--- src/rtl/pmba_pkg.sv ---
`timescale 1ns / 1ps
// ----------------------------------------------------------------------------
// pmba_pkg
// Shared types and constants of the physical memory bump allocator.
// ----------------------------------------------------------------------------
package pmba_pkg;

  // Table depth and derived widths
  localparam int MAX_BLOCKS = 64;
  localparam int CNT_W      = $clog2(MAX_BLOCKS + 1);
  localparam int ADDR_W     = (MAX_BLOCKS > 1) ? $clog2(MAX_BLOCKS) : 1;

  // Field widths
  localparam int PA_W   = 40;            // physical address / length
  localparam int HW_W   = PA_W + 1;      // high-water mark
  localparam int POS_W  = PA_W + 2;      // aligned start before the window check
  localparam int END_W  = PA_W + 3;      // aligned start plus length
  localparam int VA_W   = 48;
  localparam int KIND_W = 4;
  localparam int PROT_W = 8;
  localparam int MODE_W = 4;
  localparam int PM_W   = PROT_W + MODE_W;
  localparam int ERR_W  = 3;

  // Remainder unit step count
  localparam int DIV_STEPS = HW_W;
  localparam int DCNT_W    = $clog2(DIV_STEPS + 1);

  // Stream packing
  localparam int IN_TDATA_W  = 264;
  localparam int OUT_TDATA_W = 48;

  typedef enum logic {
    OP_ALLOC = 1'b0,
    OP_MAP   = 1'b1
  } opcode_t;

  typedef enum logic [ERR_W-1:0] {
    ERR_OK      = 3'd0,
    ERR_WINDOW  = 3'd1,
    ERR_FULL    = 3'd2,
    ERR_NOBLOCK = 3'd3,
    ERR_MAPPED  = 3'd4
  } err_t;

  typedef enum logic [2:0] {
    ST_IDLE,
    ST_DIV,
    ST_ACHK,
    ST_SCAN,
    ST_MUPD,
    ST_RESP
  } state_t;

  // One table entry; prot_mode holds protection in the upper bits
  typedef struct packed {
    logic [PA_W-1:0]   start;
    logic [PA_W-1:0]   size;
    logic [KIND_W-1:0] kind;
    logic [VA_W-1:0]   map_virt;
    logic [PA_W-1:0]   bind_len;
    logic [PM_W-1:0]   prot_mode;
  } blk_t;

endpackage

--- src/rtl/pmba_rem_unit.sv ---
`timescale 1ns / 1ps
// ----------------------------------------------------------------------------
// pmba_rem_unit
// Restoring remainder unit over all DIV_STEPS dividend bits, one dividend bit per cycle.
// ----------------------------------------------------------------------------
module pmba_rem_unit
  import pmba_pkg::*;
(
  input  logic            clk,
  input  logic            rst_n,
  input  logic            start,
  input  logic [HW_W-1:0] dividend,
  input  logic [PA_W-1:0] divisor,    // nonzero
  output logic            done,
  output logic [PA_W-1:0] rem
);

  logic              busy_r, busy_nxt;
  logic              done_r, done_nxt;
  logic [DCNT_W-1:0] cnt_r, cnt_nxt;
  logic [PA_W-1:0]   rem_r, rem_nxt;
  logic [HW_W-1:0]   dvd_r, dvd_nxt;
  logic [PA_W-1:0]   dvs_r, dvs_nxt;
  logic [PA_W:0]     trial;
  logic [PA_W:0]     diff;

  // One restoring step: shift in the next bit, subtract when it fits
  always_comb begin
    trial = {rem_r, dvd_r[HW_W-1]};
    diff  = trial - {1'b0, dvs_r};
  end

  // Advance the iteration
  always_comb begin
    busy_nxt = busy_r;
    done_nxt = 1'b0;
    cnt_nxt  = cnt_r;
    rem_nxt  = rem_r;
    dvd_nxt  = dvd_r;
    dvs_nxt  = dvs_r;
    if (start) begin
      busy_nxt = 1'b1;
      cnt_nxt  = DCNT_W'(DIV_STEPS);
      rem_nxt  = '0;
      dvd_nxt  = dividend;
      dvs_nxt  = divisor;
    end else if (busy_r) begin
      rem_nxt = (trial >= {1'b0, dvs_r}) ? diff[PA_W-1:0] : trial[PA_W-1:0];
      dvd_nxt = {dvd_r[HW_W-2:0], 1'b0};
      cnt_nxt = cnt_r - 1'b1;
      if (cnt_r == DCNT_W'(1)) begin
        busy_nxt = 1'b0;
        done_nxt = 1'b1;
      end
    end
  end

  always_ff @(posedge clk) begin
    if (!rst_n) begin
      busy_r <= 1'b0;
      done_r <= 1'b0;
      cnt_r  <= '0;
    end else begin
      busy_r <= busy_nxt;
      done_r <= done_nxt;
      cnt_r  <= cnt_nxt;
    end
  end

  always_ff @(posedge clk) begin
    rem_r <= rem_nxt;
    dvd_r <= dvd_nxt;
    dvs_r <= dvs_nxt;
  end

  assign done = done_r;
  assign rem  = rem_r;

endmodule

--- config.mk ---
export PLATFORM = sky130hd
export DESIGN_NAME = pmba_rem_unit
export DESIGN_NICKNAME = d
export VERILOG_FILES = /design/src/rtl/pmba_pkg.sv /design/src/rtl/pmba_rem_unit.sv
export SDC_FILE = /design/constraint.sdc
export NUM_CORES = 1
export LEC_CHECK = 0
export ABC_CLOCK_PERIOD_IN_PS = 3900
export BUFFER_PORTS_ARGS = -buffer_cell sky130_fd_sc_hd__buf_4
export CORE_MARGIN = 5
export CORE_UTILIZATION = 57
export CTS_CLUSTER_DIAMETER = 80
export DETAILED_ROUTE_END_ITERATION = 7
export GPL_TIMING_DRIVEN = 1
export PLACE_DENSITY_LB_ADDON = 0.3
export RECOVER_POWER = 25
export SETUP_SLACK_MARGIN = 0.5
export SYNTH_ARGS = -nofsm -noshare
export SYNTH_HDL_FRONTEND = slang
export SYNTH_SLANG_ARGS = --single-unit
--- constraint.sdc ---
create_clock -name clk -period 3.9 [get_ports clk]
set_clock_uncertainty 0.05 [all_clocks]
set_input_delay 0.39 -clock clk [delete_from_list [all_inputs] [get_ports clk]]
set_output_delay 0.39 -clock clk [all_outputs]
set_load 0.02 [all_outputs]
==> results of run 1 <==
[routing by layer]
layer	GRT usage, %	vias to the layer above
met2	40.8	238
met3	7.28	41
met5	0	-
li1	-	3006
met4	7.76	0
met1	29.1	2971
[worst paths after layout]
path         slack [ns]  cells past startpoint                   end           startpoint
max                0.48                      3   dvd_r[19]$_DFFE_PP_                start
min                0.11                      1    dvs_r[4]$_DFFE_PP_           divisor[4]
max reg2reg        0.49                     13  rem[24]$_SDFFE_PP0P_  dvd_r[40]$_DFFE_PP_
min reg2reg        0.46                      2   rem[2]$_SDFFE_PP0P_  rem[2]$_SDFFE_PP0P_
[Yosys cell counts (10+ instances only)]
library cell	count	area share, %
nor2b_1	10	0.82
nand2_1	50	2.4
a31oi_1	14	1.1
inv_1	55	2.7
buf_2	12	0.78
mux2i_1	22	2.9
nor2_1	61	3.0
a211oi_1	27	2.6
edfxtp_1	81	32
o21ai_0	28	1.8
nand4_1	10	0.82
o21bai_1	10	0.98
a21o_1	18	1.8
clkbuf_1	20	0.98
xor2_1	17	1.9
xnor2_1	18	2.1
dfxtp_1	48	13
ha_1	42	6.9
a21oi_1	53	3.5
mux2_2	40	5.9
nand3_1	10	0.65
[kinds of logic after synthesis]
| kind of cell | after synthesis |
|---|---|
| flops | 129 |
| buf+inv | 95 |
| mux | 63 |
| xor+xnor | 35 |
| compound gates | 212 |
| fa+ha+maj | 43 |
| simple gates | 178 |
[registers in the layout, indices dropped and copies added (netlist names)]
name,cells
done,1
dvs_r,40
cnt_r,6
rem,40
dvd_r,41
busy_r,1
[per-stage QoR]
| step | power [uW] | util (%) | cells | worst slack [ns] |
|---|---|---|---|---|
| floorplan | 2220 | - | 755 | 0.823 |
| CTS | 4130 | 70.3 | 1054 | 0.527 |
| detailed placement | 2480 | 65.7 | 1022 | 0.537 |
| finish | 4120 | 70.4 | 1054 | 0.478 |
| global route | 4310 | 70.4 | 1054 | 0.267 |
| global placement | 2460 | 65.7 | 1022 | 0.633 |
[area by class of cell]
class / instances / area (sq um) / area share, %
clock buffers: 18 / 429 / 4.62
repair buffers: 131 / 990 / 10.7
inverters: 55 / 206 / 2.22
flip-flops and latches: 129 / 3390 / 36.6
well taps: 176 / 220 / 2.37
clock inverters: 14 / 179 / 1.93
multi-input cells: 531 / 3860 / 41.6
[worst reg2reg max path: stages, from the launching register on]
cell and delay, ns:
edfxtp_1 0.38, inv_1 0.07, ha_1 0.17, inv_1 0.06
fa_1 0.43, a211oi_2 0.23, nor2_1 0.12, a2111oi_2 0.44
or4_1 0.22, o21ai_1 0.11, a21oi_2 0.21, nor2b_1 0.06
or4_1 0.49, a311oi_2 0.24
[power breakdown]
| part | switching (uW) | total (uW) | leakage, uW | internal, uW |
|---|---|---|---|---|
| registers | 67.7 | 1650 | 0.00120 | 1580 |
| logic | 467 | 829 | 0.00261 | 361 |
| clock network | 632 | 1650 | 0.000290 | 1010 |
| total | 1170 | 4120 | 0.00410 | 2960 |
==> flow_metrics.env, run 1 <==
export IMPL_status="finished with violations"
export IMPL_violations="max-capacitance violations, max-slew violations"
export IMPL_wl_per_cell_um=17.9
export IMPL_whs_ns=0.112
export IMPL_portBuffers=124
export IMPL_cp_buffers_inverters=2
export IMPL_post_cts_repair_setup_buffers=0
export IMPL_cts_buffers=17
export IMPL_final_cell_mix="buf_4 (88), edfxtp_1 (81), nor2_1 (61)"
export IMPL_synth_top_family_by_area="compound AO/OA/AOI/OAI gates"
export IMPL_hold_violations=0
export IMPL_cap_violations=1
export IMPL_final_area_sq_um=9280
export IMPL_drtAntennaViolNets=0
export IMPL_die_x_um=126
export IMPL_synthToLayoutAreaGrowth_pct=21.1
export IMPL_start_kind="primary input"
export IMPL_clock_root_buffer="clkbuf_16"
export IMPL_rows=42
export IMPL_cts_buffer_depth=2
export IMPL_hold_buffers=0
export IMPL_core_area_sq_um=13200
export IMPL_m1WireLength_mm=7.86
export IMPL_synth_avg_cell_area_sq_um=10.1
export IMPL_timing_fmax_ghz=0.292
export IMPL_yosysWarnings=0
export IMPL_fp_dieArea_sq_um=15900
export IMPL_grt_total_usage_pct=24.0
export IMPL_grt_pass1_vias=6410
export IMPL_p_per_area_nw_per_um2=444
export IMPL_crit_type="in -> reg"
export IMPL_synth_seq_cells=129
export IMPL_cp_max_fo=112
export IMPL_final_period_utilization_pct=87.7
export IMPL_rsz0062_at_grt="true"
export IMPL_cp_slowest_stage_delay_ns=1.96
export IMPL_synth_xor_area_share_pct=4.00
export IMPL_ys_flop_type="edfxtp_1"
export IMPL_wl_met2_mm=9.35
export IMPL_relSlewSlack_pct=-73.8
export IMPL_hold_class="in -> reg"
export IMPL_cts_sinks=129
export IMPL_die_h_um=126
export IMPL_worstSkewPairLatency_ns=0.42
export IMPL_crit_family="buffers and inverters"
export IMPL_routed_wl_mm=18.9
export IMPL_cts_max_level=4
export IMPL_finalSetupViolCount=0
export IMPL_wl_met3_mm=1.32
export IMPL_fin_nets=992
export IMPL_worstPathCellList="clkbuf_1 > clkbuf_2 > mux2_2"
export IMPL_synth_edf_count=81
export IMPL_syn_area_sq_um=7660
export IMPL_p_leak_uw=0.00410
export IMPL_critPathCaptureType="register"
export IMPL_syn_instance_count=755
export IMPL_num_fill_cells=1019
export IMPL_synth_compound_area_share_pct=18.8
export IMPL_syn_num_nets=882
export IMPL_antenna_found_initial=0
export IMPL_clkTransAtPathRegs_ns=0.06
export IMPL_drive_gt1_share_pct=26.0
export IMPL_required_ns=4.01
export IMPL_diodes=0
export IMPL_cts_resized=0
export IMPL_num_vias=6256
export IMPL_viasPerCell=5.94
export IMPL_ir_drop_mv=0.391
export IMPL_drt_pre_antenna_iters=7
export IMPL_cts_tree="yes"
export IMPL_drtIter0Drc=537
export IMPL_start_util_pct=58.1
export IMPL_top_layer="met4"
export IMPL_grt_remaining_overflow=0
export IMPL_synth_distinct_cells=72
export IMPL_ys_async_sr_fraction_pct=0
export IMPL_synthMuxAreaShare_pct=8.90
export IMPL_critical_path_slowest_cell="clkbuf_2"
export IMPL_gp_congestion=0.945
export IMPL_setup_tns_ns=0
export IMPL_final_common_cell="buf_4"
export IMPL_fin_crit_ns=3.42
export IMPL_synth_simple_area_share_pct=11.3
export IMPL_grt_pass1_wl_mm=31.1
export IMPL_post_route_drc_count=0
export IMPL_num_io_pins=125
export IMPL_crit_arrival_ns=3.54
export IMPL_placed_cell_area_sq_um=8670
export IMPL_report_final_slew_viol_count=113
export IMPL_dp_hpwl_mm=13.6
export IMPL_grt_max_degree=113
export IMPL_synthAdderAreaFrac_pct=7.12
export IMPL_tightest_slew_ns=2.61
export IMPL_synth_seq_area_share_pct=44.3
Note: power is estimated with default switching activity, not from simulation.
==> run 2: changes to the inputs <==
- ABC_CLOCK_PERIOD_IN_PS: 3900 -> 2800
- CORE_UTILIZATION: 57 -> 52
- clock period: 3.9 -> 2.8 ns (I/O delays scaled with it)
==> run 2 against run 1 <==
The run ends with negative setup slack left. Die area rose by 8.8%. Register-to-register slack lost 0.73 ns. Clock power is 32% higher. Global-route usage grew 2.2 points. Largest cell class unchanged. Largest power group unchanged.
==> flow_metrics.env, run 2 (synthesis gave the netlist of run 1 again) <==
export IMPL_status="finished with violations"
export IMPL_violations="negative setup slack"
export IMPL_cts_sinks=129
export IMPL_timing_fmax_ghz=0.329
export IMPL_tightest_slew_ns=1.40
export IMPL_report_final_slew_viol_count=0
export IMPL_cap_violations=0
export IMPL_cp_buffers_inverters=3
export IMPL_seqPwrFrac_pct=36.1
export IMPL_cts_buffer_depth=2
export IMPL_hold_violations=0
export IMPL_p_leak_uw=0.00524
export IMPL_pwr_share_comb_pct=29.5
export IMPL_final_period_utilization_pct=109
export IMPL_viasPerCell=5.99
export IMPL_crit_family="compound AO/OA/AOI/OAI gates"
export IMPL_p_per_area_nw_per_um2=530
export IMPL_grt_pass1_wl_mm=37.6
export IMPL_swShare_pct=29.7
export IMPL_p_switching_uw=1870
export IMPL_rrSetupSlack_ns=-0.24
export IMPL_clkTransAtPathRegs_ns=0.06
export IMPL_reg2reg_from="dvs_r[17]$_DFFE_PP_"
export IMPL_final_area_sq_um=11900
export IMPL_required_ns=2.99
export IMPL_rows=44
export IMPL_cp_slowest_stage_delay_ns=0.45
export IMPL_critPathCaptureType="register"
export IMPL_placed_cell_area_sq_um=9760
export IMPL_cts_tree="yes"
export IMPL_r2r_end="rem[34]$_SDFFE_PP0P_"
export IMPL_fin_nets=1208
export IMPL_drive_gt1_share_pct=47.2
export IMPL_critical_path_slowest_cell="o32ai_2"
export IMPL_placedCellCount=1156
export IMPL_finalNonFillerCells=1278
export IMPL_finalSetupViolCount=40
export IMPL_num_vias=7656
export IMPL_ir_drop_mv=0.541
export IMPL_rsz0062_at_grt="true"
export IMPL_antenna_found_initial=0
export IMPL_die_h_um=131
export IMPL_grt_max_degree=76
export IMPL_grt_remaining_overflow=0
export IMPL_worstSkewPairLatency_ns=0.43
export IMPL_core_area_sq_um=14500
export IMPL_num_io_pins=125
export IMPL_diodes=0
export IMPL_clockPowerShare_pct=34.4
export IMPL_setup_tns_ns=-5.78
export IMPL_drtIter0Drc=919
export IMPL_wl_per_cell_um=20.1
export IMPL_start_kind="register"
export IMPL_largest_register="dvd_r"
export IMPL_start_util_pct=52.9
export IMPL_cts_buffers=17
export IMPL_p_int_uw=4440
export IMPL_cts_max_level=4
export IMPL_fin_crit_ns=3.04
export IMPL_grt_pass1_vias=7751
export IMPL_largest_register_ffs=41
export IMPL_crit_arrival_ns=3.23
export IMPL_min_to="cnt_r[3]$_SDFFE_PN0P_"
export IMPL_synthToLayoutAreaGrowth_pct=55.4
export IMPL_worstPathCellList="inv_1 > ha_4 > buf_4 > a21oi_1 > o21ai_0 > buf_4 > o32ai_2 > o31ai_4 > o221ai_4 > o21bai_1 > xnor2_1 > o22ai_1"
export IMPL_grt_total_usage_pct=26.2
export IMPL_clock_root_buffer="clkbuf_16"
export IMPL_gp_congestion=0.945
export IMPL_cp_max_fo=5
export IMPL_die_x_um=131
export IMPL_fin_util_pct=82.2
export IMPL_routed_wl_mm=25.7
export IMPL_relSlewSlack_pct=6.36
export IMPL_cpMostUsedCell="buf_4"
export IMPL_post_route_drc_count=0
export IMPL_dp_hpwl_mm=14.9
export IMPL_final_cell_mix="buf_4 (234), edfxtp_1 (81), nor2_1 (56)"
export IMPL_final_common_cell="buf_4"
export IMPL_r2r_cells=12
export IMPL_fin_ws_ns=-0.241
export IMPL_drtAntennaViolNets=0
export IMPL_dp_slack_ns=-0.269
export IMPL_fp_dieArea_sq_um=17300
export IMPL_crit_type="reg -> reg"
export IMPL_hold_depth=2
export IMPL_drt_pre_antenna_iters=6
export IMPL_portBuffers=124
export IMPL_hold_class="in -> reg"
export IMPL_min_from="rst_n"
==> run 2: cell types whose count changed in the layout (fill, tap and decap cells not counted), moves of 12 or more <==
cell           previous run  this run
dlygate4sd3_1             0        40
buf_6                     0        22
ha_4                      0        21
buf_4                    88       234
a21oi_1                  52        39
ha_1                     42        18
dfxtp_1                  47        35
==> run 2: final cells by class <==
| cell class | instances | area (sq um) |
|---|---|---|
| Fill cell | 779 | 2570 |
| Inverter | 55 | 206 |
| Sequential cell | 129 | 3410 |
| Multi-Input combinational cell | 531 | 4580 |
| Clock buffer | 22 | 454 |
| Timing Repair Buffer | 347 | 2900 |
| Clock inverter | 10 | 114 |
| Tap cell | 184 | 230 |
==> run 2: repair_timing <==
action,CTS,global route
endpoints found under the hold margin,40,0
pin swaps,46,35
gates resized for setup,100,52
cloned,1,1
buffers inserted,34,14
hold buffers,40,0
endpoints found under the setup margin,40,40
==> run 2: worst max-delay path by stage <==
stage                        start                    to  slack [ns]  depth (start not counted)
2_1_floorplan  dvd_r[40]$_DFFE_PP_  rem[24]$_SDFFE_PP0P_       -0.08                         13
3_3_place_gp   dvd_r[40]$_DFFE_PP_  rem[24]$_SDFFE_PP0P_       -0.18                         13
3_5_place_dp   dvd_r[40]$_DFFE_PP_  rem[24]$_SDFFE_PP0P_       -0.27                         13
4_1_cts        dvd_r[40]$_DFFE_PP_  rem[24]$_SDFFE_PP0P_       -0.16                         13
5_1_grt         dvs_r[3]$_DFFE_PP_  rem[20]$_SDFFE_PP0P_       -0.34                         15
6_report       dvs_r[17]$_DFFE_PP_  rem[34]$_SDFFE_PP0P_       -0.24                         12
==> run 2: power by group through the flow <==
stage          clock, uW  combinational [uW]  sequential (uW)
6_report            2170                1860             2280
2_1_floorplan          0                 786             2340
3_3_place_gp           0                1400             2290
3_5_place_dp           0                1440             2300
4_1_cts             2190                1670             2280
5_1_grt             2280                1970             2290
==> run 2: per-layer routing <==
metal / vias to the layer above / global-route usage [%] / wire length, um
met5: - / 0 / 0
met4: 0 / 9.94 / 1210
met3: 127 / 8.03 / 2070
met2: 417 / 46.6 / 12800
met1: 3682 / 29.3 / 9630
li1: 3430 / - / -
==> run 2: worst reg2reg max path, stage by stage (launching register included) <==
cell	delay, ns
edfxtp_1	0.41
inv_1	0.14
ha_4	0.24
buf_4	0.14
a21oi_1	0.26
o21ai_0	0.21
buf_4	0.19
o32ai_2	0.45
o31ai_4	0.12
o221ai_4	0.24
o21bai_1	0.13
xnor2_1	0.20
o22ai_1	0.10
==> run 2: metrics by stage <==
stage	total power (uW)	hold WS [ns]
floorplan	3130	0.329
global placement	3700	0.408
detailed placement	3740	0.409
CTS	6130	0.0638
global route	6540	0.0589
finish	6310	0.0650
==> run 3: changes to the inputs <==
- CORE_ASPECT_RATIO: default -> 0.5
- MAX_ROUTING_LAYER: default -> met4
==> run 3 against run 2 <==
The flow finishes with violations (max-capacitance violations, max-slew violations, negative setup slack). Routed wire length decreased by 14%. Cell count decreased by 2.2%. Sequential cell count unchanged. Sequential share of layout area increased by 2.1 points. Largest cell class unchanged. Highest routed layer unchanged.
==> flow_metrics.env, run 3 (synthesis gave the netlist of run 1 again) <==
export IMPL_num_vias=7017
export IMPL_worstSkewPairLatency_ns=0.42
export IMPL_crit_arrival_ns=3.33
export IMPL_fp_dieArea_sq_um=17400
export IMPL_viasPerCell=5.61
export IMPL_critical_path_slowest_cell="or4_1"
export IMPL_relSlewSlack_pct=-26.0
export IMPL_gp_congestion=0.922
export IMPL_antenna_found_initial=0
export IMPL_wl_per_cell_um=17.7
export IMPL_fin_nets=1166
export IMPL_cts_max_level=4
export IMPL_num_fill_cells=921
export IMPL_required_ns=3.09
export IMPL_ir_drop_mv=0.390
export IMPL_cp_slowest_stage_delay_ns=0.50
export IMPL_grt_pass1_wl_mm=35.0
export IMPL_num_io_pins=125
export IMPL_drt_pre_antenna_iters=8
export IMPL_cts_buffers=17
export IMPL_drive_gt1_share_pct=41.0
export IMPL_grt_total_usage_pct=25.9
export IMPL_critPathCaptureType="register"
export IMPL_worstPathCellList="inv_1 > ha_2 > inv_2 > fa_2 > a211oi_2 > nor2_2 > a2111oi_4 > or4_4 > o21ai_4 > a21oi_2 > nor2b_1 > or4_1 > a311oi_2"
export IMPL_start_kind="register"
export IMPL_grt_remaining_overflow=0
export IMPL_tightest_slew_ns=1.89
export IMPL_clock_root_buffer="clkbuf_16"
export IMPL_crit_family="compound AO/OA/AOI/OAI gates"
export IMPL_cts_buffer_depth=2
export IMPL_dp_hpwl_mm=14.8
export IMPL_clkTransAtPathRegs_ns=0.07
export IMPL_fin_crit_ns=3.04
export IMPL_synthToLayoutAreaGrowth_pct=44.9
export IMPL_drtAntennaViolNets=0
export IMPL_fin_ws_ns=-0.236
export IMPL_final_common_cell="buf_4"
export IMPL_core_area_sq_um=14500
export IMPL_cp_max_fo=2
export IMPL_report_final_slew_viol_count=112
export IMPL_portBuffers=124
export IMPL_post_route_drc_count=0
export IMPL_crit_type="reg -> reg"
export IMPL_grt_pass1_vias=7095
export IMPL_grt_max_degree=82
export IMPL_p_leak_uw=0.00496
export IMPL_timing_fmax_ghz=0.329
export IMPL_setup_tns_ns=-2.48
export IMPL_hold_class="in -> reg"
export IMPL_cap_violations=2
export IMPL_diodes=0
export IMPL_rsz0062_at_grt="true"
export IMPL_drtIter0Drc=541
export IMPL_final_area_sq_um=11100
export IMPL_status="finished with violations"
export IMPL_p_per_area_nw_per_um2=551
export IMPL_placed_cell_area_sq_um=9670
export IMPL_cp_buffers_inverters=2
export IMPL_final_period_utilization_pct=108
export IMPL_final_cell_mix="buf_4 (209), edfxtp_1 (81), nor2_1 (58)"
export IMPL_die_x_um=182
export IMPL_cts_sinks=129
export IMPL_start_util_pct=53.0
export IMPL_placedCellCount=1159
export IMPL_violations="max-capacitance violations, max-slew violations, negative setup slack"
export IMPL_rows=31
export IMPL_cts_tree="yes"
export IMPL_routed_wl_mm=22.1
export IMPL_largest_register="dvd_r"
export IMPL_finalNonFillerCells=1250
export IMPL_finalSetupViolCount=34
export IMPL_largest_register_ffs=41
export IMPL_hold_violations=0
export IMPL_die_h_um=95.8
[run 3: cell count changes in the layout (fill, tap and decap cells not counted), sizes merged]
| cell | change |
|---|---|
| clkbuf | -4 |
| bufinv | -2 |
| inv | +10 |
| clkinvlp | -2 |
| clkinv | -2 |
| buf | -43 |
| nor2 | +1 |
[run 3: per-stage QoR]
step	utilization (%)	setup WS (ns)	total power, uW	hold slack (ns)
floorplan	-	-0.0845	3130	0.329
global placement	66.8	-0.159	3680	0.408
detailed placement	66.8	-0.271	3720	0.409
CTS	76.0	-0.167	6080	0.0379
global route	76.8	-0.352	6390	0.0427
finish	76.8	-0.236	6120	0.0506
[run 3: worst reg2reg max path: stages (launching register included)]
cell and delay (ns):
edfxtp_1 0.38, inv_1 0.07, ha_2 0.18, inv_2 0.04
fa_2 0.36, a211oi_2 0.21, nor2_2 0.10, a2111oi_4 0.34
or4_4 0.21, o21ai_4 0.06, a21oi_2 0.15, nor2b_1 0.06
or4_1 0.50, a311oi_2 0.24
[run 3: area by class of cell]
class / count / area (sq um) / area share, %
Tap cell: 198 / 248 / 2.23
Clock inverter: 14 / 133 / 1.19
Timing Repair Buffer: 304 / 2450 / 22.1
Inverter: 55 / 206 / 1.86
Multi-Input combinational cell: 532 / 4200 / 37.8
Clock buffer: 18 / 450 / 4.06
Sequential cell: 129 / 3410 / 30.7
[run 3: repair_timing]
item | in CTS | in global routing
hold buffers | 40 | 0
endpoints found under the setup margin | 40 | 40
gates resized for setup | 57 | 12
endpoints found under the hold margin | 40 | 0
buffers inserted | 13 | 4
pin swaps | 23 | 8
gates cloned | 1 | 1
[run 3: worst paths after layout]
path	startpoint	end	slack, ns	depth (start not counted)
setup / recovery	dvd_r[40]$_DFFE_PP_	rem[24]$_SDFFE_PP0P_	-0.24	13
hold / removal	rst_n	cnt_r[0]$_SDFFE_PN0P_	0.05	2
setup reg to reg	dvd_r[40]$_DFFE_PP_	rem[24]$_SDFFE_PP0P_	-0.24	13
hold reg to reg	cnt_r[1]$_SDFFE_PP0P_	cnt_r[1]$_SDFFE_PP0P_	0.45	2
[run 3: report_power, final]
group / internal (uW) / total, uW / leakage, uW / switching, uW
clock: 1230 / 2230 / 0.000289 / 997
sequential: 2200 / 2270 / 0.00120 / 67.5
combinational: 800 / 1620 / 0.00347 / 824
total: 4230 / 6120 / 0.00496 / 1890
[run 3: routing by layer]
metal / vias to the layer above / wire length, um / track usage (%)
li1: 3348 / - / -
met1: 3316 / 9430 / 31.5
met2: 311 / 10500 / 43.1
met3: 42 / 1720 / 6.91
met4: 0 / 428 / 7.74
met5: - / 0 / -
